$ cat src/rtl/core/assert_macros.svh
// Assertion macros used by the RTL of the pixel blend core
`ifndef ASSERT_MACROS_SVH
`define ASSERT_MACROS_SVH
`ifndef SYNTHESIS
// Same-cycle implication under reset
`define ASSERT_IMP(lbl, clk, rst_n, ante, cons) \
    lbl: assert property (@(posedge clk) disable iff (!rst_n) (ante) |-> (cons)) \
        else $error("assertion failed");
// Next-cycle implication under reset
`define ASSERT_NXT(lbl, clk, rst_n, ante, cons) \
    lbl: assert property (@(posedge clk) disable iff (!rst_n) (ante) |=> (cons)) \
        else $error("assertion failed");
`else
`define ASSERT_IMP(lbl, clk, rst_n, ante, cons)
`define ASSERT_NXT(lbl, clk, rst_n, ante, cons)
`endif
`endif

$ cat src/rtl/core/swkpb_pkg.sv
// Types, register codes and arithmetic helpers for the soft white key pixel blend
`default_nettype none

package swkpb_pkg;

    typedef struct packed {
        logic [7:0] fg_luma;
        logic [7:0] fg_blue_diff;
        logic [7:0] fg_red_diff;
        logic [7:0] bg_luma;
        logic [7:0] bg_blue_diff;
        logic [7:0] bg_red_diff;
        logic       frame_end;
    } pix_in_t;

    typedef struct packed {
        logic [7:0] out_luma;
        logic [7:0] out_blue_diff;
        logic [7:0] out_red_diff;
        logic       out_frame_end;
    } pix_out_t;

    localparam int unsigned CFG_IDX_W = 8;

    localparam logic [CFG_IDX_W-1:0] CFG_THRESHOLD  = 8'd0;
    localparam logic [CFG_IDX_W-1:0] CFG_SOFTNESS   = 8'd1;
    localparam logic [CFG_IDX_W-1:0] CFG_GLOW_GAIN  = 8'd2;
    localparam logic [CFG_IDX_W-1:0] CFG_RIM_CHROMA = 8'd3;

    localparam logic [7:0] THRESHOLD_RST  = 8'd220;
    localparam logic [7:0] SOFTNESS_RST   = 8'd24;
    localparam logic [7:0] GLOW_GAIN_RST  = 8'd0;
    localparam logic [7:0] RIM_CHROMA_RST = 8'd0;

    // Reciprocal of the ramp width: ceil(2^RECIP_SHIFT / width)
    localparam int unsigned RECIP_SHIFT = 24;
    localparam int unsigned DIV_STEPS   = RECIP_SHIFT;
    localparam logic [RECIP_SHIFT-1:0] DIVIDEND = {RECIP_SHIFT{1'b1}};

    function automatic logic [15:0] mul8(input logic [7:0] a, input logic [7:0] b);
        mul8 = {8'b0, a} * {8'b0, b};
    endfunction

    // Rounded weighted sum before the /255
    function automatic logic [15:0] mix_sum(input logic [15:0] p0, input logic [15:0] p1);
        mix_sum = p0 + p1 + 16'd127;
    endfunction

    // Exact floor(x / 255) for x below 65280
    function automatic logic [7:0] div255(input logic [15:0] x);
        logic [16:0] t;
        t = {1'b0, x} + {9'b0, x[15:8]} + 17'd1;
        div255 = t[15:8];
    endfunction

    function automatic logic [7:0] dist128(input logic [7:0] v);
        dist128 = v[7] ? {1'b0, v[6:0]} : 8'(8'd128 - v);
    endfunction

endpackage

`default_nettype wire

$ cat src/rtl/core/soft_white_key_pixel_blend.sv
// Top level of the soft white key pixel blend pipeline
`default_nettype none
`include "assert_macros.svh"

// Takes one foreground/background YCbCr pixel pair per clock while busy is low and
// returns the blended pixel from the stage 8 output register, marked by result_valid
// for exactly one cycle; the receiver cannot stall, so results must be taken as
// they come. Throughput is one pixel per clock while busy is low, through an
// eight-stage pipeline. After reset, and after every write to threshold or softness,
// busy stays high while a bit-serial divider (one quotient bit per cycle) forms the
// reciprocal of the ramp width; writes to the glow and rim chroma strengths take
// effect at once. The configuration channel is always ready.
module soft_white_key_pixel_blend
    import swkpb_pkg::*;
(
    input  wire logic                 clk,
    input  wire logic                 rst_n,
    input  wire logic                 start,
    output logic                      busy,
    input  wire pix_in_t              pixel,
    output logic                      result_valid,
    output pix_out_t                  result,
    input  wire logic                 cfg_valid,
    output logic                      cfg_ready,
    input  wire logic [CFG_IDX_W-1:0] cfg_index,
    input  wire logic [7:0]           cfg_data
);

    localparam int unsigned NSTAGE = 8;
    localparam int unsigned CNT_W  = $clog2(DIV_STEPS);

    // Configuration registers
    logic [7:0] thr_reg, soft_reg, glow_reg, chr_reg;
    logic       cfg_wr;
    logic       ramp_wr;

    // Ramp bounds and reciprocal divider
    logic [9:0]             lo_wide, hi_wide;
    logic [7:0]             cfg_lo, cfg_wid;
    logic [7:0]             lo_reg, wid_reg, rem_reg;
    logic [RECIP_SHIFT-1:0] quo_reg;
    logic [RECIP_SHIFT:0]   recip_reg;
    logic [CNT_W-1:0]       cnt_reg;
    logic                   load_reg, act_reg;
    logic [8:0]             trial;
    logic                   trial_ge;
    logic [7:0]             rem_next;
    logic [RECIP_SHIFT-1:0] quo_next;

    // Pipeline valid bits
    logic [NSTAGE-1:0] v_reg;

    // Stage 1: ramp position
    logic [8:0]        chroma_sum;
    logic signed [10:0] white, ramp_pos;
    logic              s1_zero_next, s1_full_next;
    logic [7:0]        s1_m_reg;
    logic              s1_zero_reg, s1_full_reg;
    pix_in_t           s1_pix_reg;

    // Stage 2: key quotient
    logic [15:0]       s2_num;
    logic [40:0]       s2_prod;
    logic [7:0]        s2_q_reg;
    logic              s2_zero_reg, s2_full_reg;
    pix_in_t           s2_pix_reg;

    // Stage 3: blend products
    logic [7:0]        key_next, key_inv;
    logic [15:0]       s3_yf_reg, s3_yb_reg, s3_cbf_reg, s3_cbb_reg;
    logic [15:0]       s3_crf_reg, s3_crb_reg, s3_rim_reg;
    logic [7:0]        s3_bcb_reg, s3_bcr_reg;
    logic              s3_fe_reg;

    // Stage 4: blended channels and rim weight
    logic [7:0]        s4_y_reg, s4_cb_reg, s4_cr_reg, s4_rim_reg, s4_bcb_reg, s4_bcr_reg;
    logic              s4_fe_reg;

    // Stage 5: rim products
    logic [15:0]       s5_gp_reg, s5_cp_reg;
    logic [7:0]        s5_y_reg, s5_cb_reg, s5_cr_reg, s5_bcb_reg, s5_bcr_reg;
    logic              s5_fe_reg;

    // Stage 6: glow and rim chroma weight
    logic [7:0]        s6_gadd_reg, s6_cq_reg;
    logic [7:0]        s6_y_reg, s6_cb_reg, s6_cr_reg, s6_bcb_reg, s6_bcr_reg;
    logic              s6_fe_reg;

    // Stage 7: rim chroma products and glowing luma
    logic [7:0]        cq_inv;
    logic [15:0]       s7_cbf_reg, s7_cbb_reg, s7_crf_reg, s7_crb_reg;
    logic [8:0]        s7_y_reg;
    logic              s7_fe_reg;

    // Stage 8: output
    pix_out_t          res_reg;

    assign cfg_ready    = 1'b1;
    assign cfg_wr       = cfg_valid && cfg_ready;
    assign ramp_wr      = cfg_wr && (cfg_index == CFG_THRESHOLD || cfg_index == CFG_SOFTNESS);
    assign busy         = load_reg || act_reg;
    assign result_valid = v_reg[NSTAGE-1];
    assign result       = res_reg;

    always_ff @(posedge clk or negedge rst_n)
    begin
        if (!rst_n)
        begin
            thr_reg  <= THRESHOLD_RST;
            soft_reg <= SOFTNESS_RST;
            glow_reg <= GLOW_GAIN_RST;
            chr_reg  <= RIM_CHROMA_RST;
        end
        else if (cfg_wr)
        begin
            case (cfg_index)
                CFG_THRESHOLD:  thr_reg  <= cfg_data;
                CFG_SOFTNESS:   soft_reg <= cfg_data;
                CFG_GLOW_GAIN:  glow_reg <= cfg_data;
                CFG_RIM_CHROMA: chr_reg  <= cfg_data;
                default:        ;
            endcase
        end
    end

    // Clamp the ramp ends and keep the width at least one
    always_comb
    begin
        lo_wide = {2'b0, thr_reg} - {2'b0, soft_reg};
        hi_wide = {2'b0, thr_reg} + {2'b0, soft_reg};
        if (lo_wide[9])
            lo_wide = 10'd0;
        if (hi_wide > 10'd255)
            hi_wide = 10'd255;
        if (hi_wide <= lo_wide)
            hi_wide = lo_wide + 10'd1;
        cfg_lo  = lo_wide[7:0];
        cfg_wid = 8'(hi_wide - lo_wide);
    end

    // One restoring step of 2^24-1 divided by the width
    always_comb
    begin
        trial    = {rem_reg, quo_reg[RECIP_SHIFT-1]};
        trial_ge = trial >= {1'b0, wid_reg};
        rem_next = trial_ge ? 8'(trial - {1'b0, wid_reg}) : trial[7:0];
        quo_next = {quo_reg[RECIP_SHIFT-2:0], trial_ge};
    end

    always_ff @(posedge clk or negedge rst_n)
    begin
        if (!rst_n)
        begin
            load_reg <= 1'b1;
            act_reg  <= 1'b0;
            cnt_reg  <= '0;
        end
        else
        begin
            if (ramp_wr)
                load_reg <= 1'b1;
            else if (load_reg)
                load_reg <= 1'b0;

            if (load_reg)
            begin
                act_reg <= 1'b1;
                cnt_reg <= '0;
            end
            else if (act_reg)
            begin
                cnt_reg <= cnt_reg + 1'b1;
                if (cnt_reg == CNT_W'(DIV_STEPS - 1))
                    act_reg <= 1'b0;
            end
        end
    end

    always_ff @(posedge clk)
    begin
        if (load_reg)
        begin
            lo_reg  <= cfg_lo;
            wid_reg <= cfg_wid;
            rem_reg <= '0;
            quo_reg <= DIVIDEND;
        end
        else if (act_reg)
        begin
            rem_reg <= rem_next;
            quo_reg <= quo_next;
            if (cnt_reg == CNT_W'(DIV_STEPS - 1))
                recip_reg <= {1'b0, quo_next} + 1'b1;
        end
    end

    always_ff @(posedge clk or negedge rst_n)
    begin
        if (!rst_n)
            v_reg <= '0;
        else
            v_reg <= {v_reg[NSTAGE-2:0], start && !busy};
    end

    // Stage 1: whiteness and its place on the ramp
    always_comb
    begin
        chroma_sum   = {1'b0, dist128(pixel.fg_blue_diff)} + {1'b0, dist128(pixel.fg_red_diff)};
        white        = $signed({3'b0, pixel.fg_luma}) - $signed({1'b0, chroma_sum, 1'b0});
        ramp_pos     = white - $signed({3'b0, lo_reg});
        s1_zero_next = ramp_pos[10] || (ramp_pos == 11'sd0);
        s1_full_next = !s1_zero_next && (ramp_pos[7:0] >= wid_reg);
    end

    always_ff @(posedge clk)
    begin
        s1_m_reg    <= ramp_pos[7:0];
        s1_zero_reg <= s1_zero_next;
        s1_full_reg <= s1_full_next;
        s1_pix_reg  <= pixel;
    end

    // Stage 2: (pos * 255) / width by reciprocal
    always_comb
    begin
        s2_num  = {s1_m_reg, 8'b0} - {8'b0, s1_m_reg};
        s2_prod = {25'b0, s2_num} * {16'b0, recip_reg};
    end

    always_ff @(posedge clk)
    begin
        s2_q_reg    <= s2_prod[RECIP_SHIFT+7:RECIP_SHIFT];
        s2_zero_reg <= s1_zero_reg;
        s2_full_reg <= s1_full_reg;
        s2_pix_reg  <= s1_pix_reg;
    end

    // Stage 3: clamp the key, form the blend products
    always_comb
    begin
        case ({s2_zero_reg, s2_full_reg})
            2'b10:   key_next = 8'd0;
            2'b01:   key_next = 8'd255;
            default: key_next = s2_q_reg;
        endcase
        key_inv = 8'd255 - key_next;
    end

    always_ff @(posedge clk)
    begin
        s3_yf_reg  <= mul8(s2_pix_reg.fg_luma, key_inv);
        s3_yb_reg  <= mul8(s2_pix_reg.bg_luma, key_next);
        s3_cbf_reg <= mul8(s2_pix_reg.fg_blue_diff, key_inv);
        s3_cbb_reg <= mul8(s2_pix_reg.bg_blue_diff, key_next);
        s3_crf_reg <= mul8(s2_pix_reg.fg_red_diff, key_inv);
        s3_crb_reg <= mul8(s2_pix_reg.bg_red_diff, key_next);
        s3_rim_reg <= mul8(key_next, key_inv);
        s3_bcb_reg <= s2_pix_reg.bg_blue_diff;
        s3_bcr_reg <= s2_pix_reg.bg_red_diff;
        s3_fe_reg  <= s2_pix_reg.frame_end;
    end

    // Stage 4: rounded /255
    always_ff @(posedge clk)
    begin
        s4_y_reg   <= div255(mix_sum(s3_yf_reg, s3_yb_reg));
        s4_cb_reg  <= div255(mix_sum(s3_cbf_reg, s3_cbb_reg));
        s4_cr_reg  <= div255(mix_sum(s3_crf_reg, s3_crb_reg));
        s4_rim_reg <= div255(mix_sum(s3_rim_reg, 16'd0));
        s4_bcb_reg <= s3_bcb_reg;
        s4_bcr_reg <= s3_bcr_reg;
        s4_fe_reg  <= s3_fe_reg;
    end

    // Stage 5: weight the rim by glow and chroma strength
    always_ff @(posedge clk)
    begin
        s5_gp_reg  <= mul8(s4_rim_reg, glow_reg);
        s5_cp_reg  <= mul8(s4_rim_reg, chr_reg);
        s5_y_reg   <= s4_y_reg;
        s5_cb_reg  <= s4_cb_reg;
        s5_cr_reg  <= s4_cr_reg;
        s5_bcb_reg <= s4_bcb_reg;
        s5_bcr_reg <= s4_bcr_reg;
        s5_fe_reg  <= s4_fe_reg;
    end

    // Stage 6: a zero strength gives a zero term, so no bypass is needed
    always_ff @(posedge clk)
    begin
        s6_gadd_reg <= div255(mix_sum(s5_gp_reg, 16'd0));
        s6_cq_reg   <= div255(mix_sum(s5_cp_reg, 16'd0));
        s6_y_reg    <= s5_y_reg;
        s6_cb_reg   <= s5_cb_reg;
        s6_cr_reg   <= s5_cr_reg;
        s6_bcb_reg  <= s5_bcb_reg;
        s6_bcr_reg  <= s5_bcr_reg;
        s6_fe_reg   <= s5_fe_reg;
    end

    // Stage 7: second chroma blend products and glowing luma
    assign cq_inv = 8'd255 - s6_cq_reg;

    always_ff @(posedge clk)
    begin
        s7_cbf_reg <= mul8(s6_cb_reg, cq_inv);
        s7_cbb_reg <= mul8(s6_bcb_reg, s6_cq_reg);
        s7_crf_reg <= mul8(s6_cr_reg, cq_inv);
        s7_crb_reg <= mul8(s6_bcr_reg, s6_cq_reg);
        s7_y_reg   <= {1'b0, s6_y_reg} + {1'b0, s6_gadd_reg};
        s7_fe_reg  <= s6_fe_reg;
    end

    // Stage 8: saturate luma; chroma stays within range by construction
    always_ff @(posedge clk)
    begin
        res_reg.out_luma      <= s7_y_reg[8] ? 8'd255 : s7_y_reg[7:0];
        res_reg.out_blue_diff <= div255(mix_sum(s7_cbf_reg, s7_cbb_reg));
        res_reg.out_red_diff  <= div255(mix_sum(s7_crf_reg, s7_crb_reg));
        res_reg.out_frame_end <= s7_fe_reg;
    end

    `ASSERT_NXT(a_request_enters, clk, rst_n, start && !busy, v_reg[0])
    `ASSERT_IMP(a_divider_busy, clk, rst_n, act_reg || load_reg, busy && !(start && !busy))
    `ASSERT_NXT(a_ramp_write_busy, clk, rst_n, ramp_wr, busy)
    `ASSERT_IMP(a_key_flags, clk, rst_n, v_reg[0], !(s1_zero_reg && s1_full_reg))
    `ASSERT_IMP(a_div_count, clk, rst_n, act_reg, cnt_reg <= CNT_W'(DIV_STEPS - 1))

endmodule

`default_nettype wire

$ cat config.mk
export PLATFORM = sky130hd
export DESIGN_NAME = soft_white_key_pixel_blend
export DESIGN_NICKNAME = d
export VERILOG_FILES = /design/src/rtl/core/swkpb_pkg.sv /design/src/rtl/core/soft_white_key_pixel_blend.sv
export VERILOG_INCLUDE_DIRS = /design/src /design/src/rtl/core
export SDC_FILE = /design/constraint.sdc
export NUM_CORES = 2
export LEC_CHECK = 0
export ABC_AREA = 1
export BUFFER_PORTS_ARGS = -buffer_cell sky130_fd_sc_hd__buf_4
export CAP_MARGIN = 20
export CORE_MARGIN = 2
export CORE_UTILIZATION = 55
export DETAILED_ROUTE_END_ITERATION = 12
export HOLD_SLACK_MARGIN = 0.15
export PLACE_DENSITY = 0.71
export SYNTH_ARGS = -nofsm -noshare
export SYNTH_HDL_FRONTEND = slang
export SYNTH_SLANG_ARGS = --single-unit
$ cat constraint.sdc
create_clock -name clk -period 7.5 [get_ports clk]
set_input_delay 0.75 -clock clk [delete_from_list [all_inputs] [get_ports clk]]
set_output_delay 0.75 -clock clk [all_outputs]
set_load 0.02 [all_outputs]
==> flow_summary.ini <==
[global_route]
overflow = 0
grt_usage = 0.257
grt_max_degree = 48
grt_pass1_wl_um = 255000
antenna_found_initial = 3
grt_pass1_vias = 51200

[timing]
hold_viol_final = 0
timing.final.crit_share = 0.901
setup_ws_ps = 742
period_needed_ps = 6760
fin_tns_setup_ps = 0
max_freq_ghz = 0.148
rsz0062_at_grt = false
slew_headroom = 0.215
finClkSkew_ps = 30.7
drv_slew = 0
tightest_slew_ps = 1180
setup_violations = 0

[synth]
syn_area_mm2 = 0.0654
synth_mux_area_frac = 0
synth_top_family_by_area = adder cells
async_flop_share = 0.0730
yosys.area_share.simple = 0.175
synth_seq_area_share = 0.207
synth.avg_cell_area_um2 = 8.12
syn_nets = 9733
synth-edff-count = 41
synth_seq_cells = 644
ys.flop_type = dfxtp_1
ys_warn_count = 0
synthXorXnorAreaFrac = 0.0462
synthDistinctLibCells = 73
synth_fa_ha_area_frac = 0.394
synth_cells = 8060
synth_compound_area_frac = 0.0604

[place]
place_inst = 9551
port_buffers = 95
place_congestion = 0.974
dp_slack_ps = 833
dp_hpwl_um = 124000

[cells_and_area]
synthToLayoutAreaGrowth_pct = 7.63
fin_cells = 9691
finish.utilization = 0.596
layout-drive-gt1-share = 0.0553
multi_input_area_mm2 = 0.0442
nNetsFinal = 9766
fill_cells = 10400
seq_area_mm2 = 0.0135

[die]
die_area_mm2 = 0.122
core_area_mm2 = 0.118
ios = 97
die_w_um = 349
start_util = 0.554
row_count = 126
die-height_um = 349

[clocking]
post_cts_resized = 0
cts.sinks = 644
cts-htree-levels = 3
cts_tree = built
numCtsBuffers = 74
clock_latency_ps = 650
clkTransAtPathRegs_ps = 60
cts_root_buf = clkbuf_16
cts_buffer_depth = 3

[min_path]
min_path_type = input port to register
holdPathStages = 1

[detailed_routing]
antenna_left = 0
via_per_inst = 5.20
wl_per_cell_um = 15.8
drt_pass1_iterations = 6
num_vias = 50400
drc = 0
drt_iter0_markers = 2796
wl_um = 153000

[run_status]
outcome = finished clean

[job]
maxCapViolCount = 0

[worst_setup_path]
cp_data_required_time_ps = 8020
cp-end-kind = register
slowest_stage = clkinv_1
start_kind = register
max_stage_delay_ps = 720
arrival_ps = 7280
rr_worst_depth = 27
path_max_fanout = 17
path_common_cell = inv_1
criticalPathCategory = register to register
## final cells by class
type,count,share of cell area
clock inverters,33,0.00576
diodes,1,0.0000355
repair buffers,144,0.0158
flip-flops and latches,644,0.192
well taps,1536,0.0273
inverters,1848,0.0985
multi-input cells,5381,0.628
clock buffers,104,0.0320
## synthesized netlist by cell type (10+ instances only)
cell | n | area share
a21o_1 | 17 | 0.0020
a21oi_1 | 322 | 0.025
a21oi_2 | 11 | 0.0015
a22oi_1 | 22 | 0.0025
a31oi_1 | 10 | 0.00096
buf_1 | 11 | 0.00063
clkbuf_1 | 159 | 0.0091
clkbuf_2 | 10 | 0.00076
dfrtp_1 | 39 | 0.015
dfxtp_1 | 556 | 0.17
edfxtp_1 | 41 | 0.019
fa_1 | 764 | 0.23
ha_1 | 840 | 0.16
inv_1 | 1821 | 0.10
inv_2 | 19 | 0.0011
nand2_1 | 1578 | 0.091
nand2_2 | 31 | 0.0030
nand3_1 | 197 | 0.015
nand3_2 | 15 | 0.0023
nand3b_1 | 17 | 0.0020
nand4_1 | 66 | 0.0063
nor2_1 | 713 | 0.041
nor2_2 | 16 | 0.0015
nor3_1 | 35 | 0.0027
nor3_2 | 12 | 0.0018
o2111ai_1 | 13 | 0.0017
o211ai_1 | 12 | 0.0014
o21ai_0 | 168 | 0.013
o21ai_1 | 41 | 0.0031
o21bai_1 | 25 | 0.0029
o31ai_1 | 11 | 0.0013
or2_2 | 13 | 0.0012
xnor2_1 | 96 | 0.013
xor2_1 | 229 | 0.031
## worst paths after layout
path                            slack, ps          from             to
worst max-delay path                  740   s1_m_reg[0]    s2_q_reg[5]
worst min-delay path                  210      pixel[9]  s1_pix_reg[9]
worst max register to register        740   s1_m_reg[0]    s2_q_reg[5]
worst min register to register        310  s5_cb_reg[2]   s6_cb_reg[2]
max in group asynchronous            6380         rst_n    glow_reg[3]
min in group asynchronous             690         rst_n    soft_reg[6]
## routing by layer
metal  vias to the layer above  GRT usage  share of wire
met2                      1439      0.440           0.48
met4                         4     0.0788          0.030
li1                      24500          -              -
met1                     24100      0.337           0.43
met3                       294     0.0372          0.064
met5                         -          0        0.00015
## stage by stage
| stage | hold slack (ps) | instance area (µm²) |
|---|---|---|
| floorplan | 310 | 65400 |
| global placement | 310 | 67700 |
| detailed placement | 312 | 67700 |
| CTS | 162 | 70400 |
| global route | 179 | 70400 |
| finish | 205 | 70400 |
## critical path, delay by kind of cell (launching register included)
| kind | cells | cell delay (ps) |
|---|---|---|
| AO/OA/AOI/OAI | 2 | 580 |
| AND/OR/NAND/NOR | 6 | 780 |
| buffers and inverters | 10 | 1550 |
| adder cells (fa/ha/maj) | 8 | 3200 |
| flip-flops | 1 | 350 |
| XOR/XNOR | 1 | 150 |
## layout by cell type (no fill, tap or decap), drive strengths merged, types with 8 or more instances in the layout
master | Yosys | routed
clkinv | 8 | 23
dfstp | 8 | 8
o21bai | 26 | 26
inv | 1840 | 1847
clkbuf | 169 | 104
o2111ai | 13 | 13
a22oi | 22 | 22
nand2 | 1615 | 1615
edfxtp | 41 | 41
a21o | 17 | 17
ha | 840 | 840
xnor2 | 96 | 96
nand4 | 68 | 68
a21oi | 333 | 333
or2 | 18 | 18
nand3 | 215 | 215
a21boi | 10 | 10
o211ai | 15 | 15
nor4 | 9 | 9
dfrtp | 39 | 39
xor2 | 239 | 239
o31ai | 11 | 11
buf | 18 | 143
nand3b | 17 | 17
fa | 764 | 764
nor2 | 737 | 737
dfxtp | 556 | 556
a31oi | 10 | 10
and2 | 10 | 10
o21ai | 212 | 212
nor3 | 49 | 49
## timing repair
item	in CTS	in global routing
hold buffers	1	0
setup buffers	0	0
endpoints found under the hold margin	39	0
## cell families (layout without fill, tap and decap cells)
kind of cell | Yosys count | count (layout)
AOI/OAI and AO/OA | 696 | 696
DFF | 644 | 644
xor gates and xnor gates | 335 | 335
adders and majority gates | 1604 | 1604
buffers and inverters | 2035 | 2129
and+or+nand+nor | 2745 | 2745
other | 1 | 2
Power is left out: the tool's default activity adds up to more than one toggle a clock period on the data nets, which glitch-free logic cannot reach.
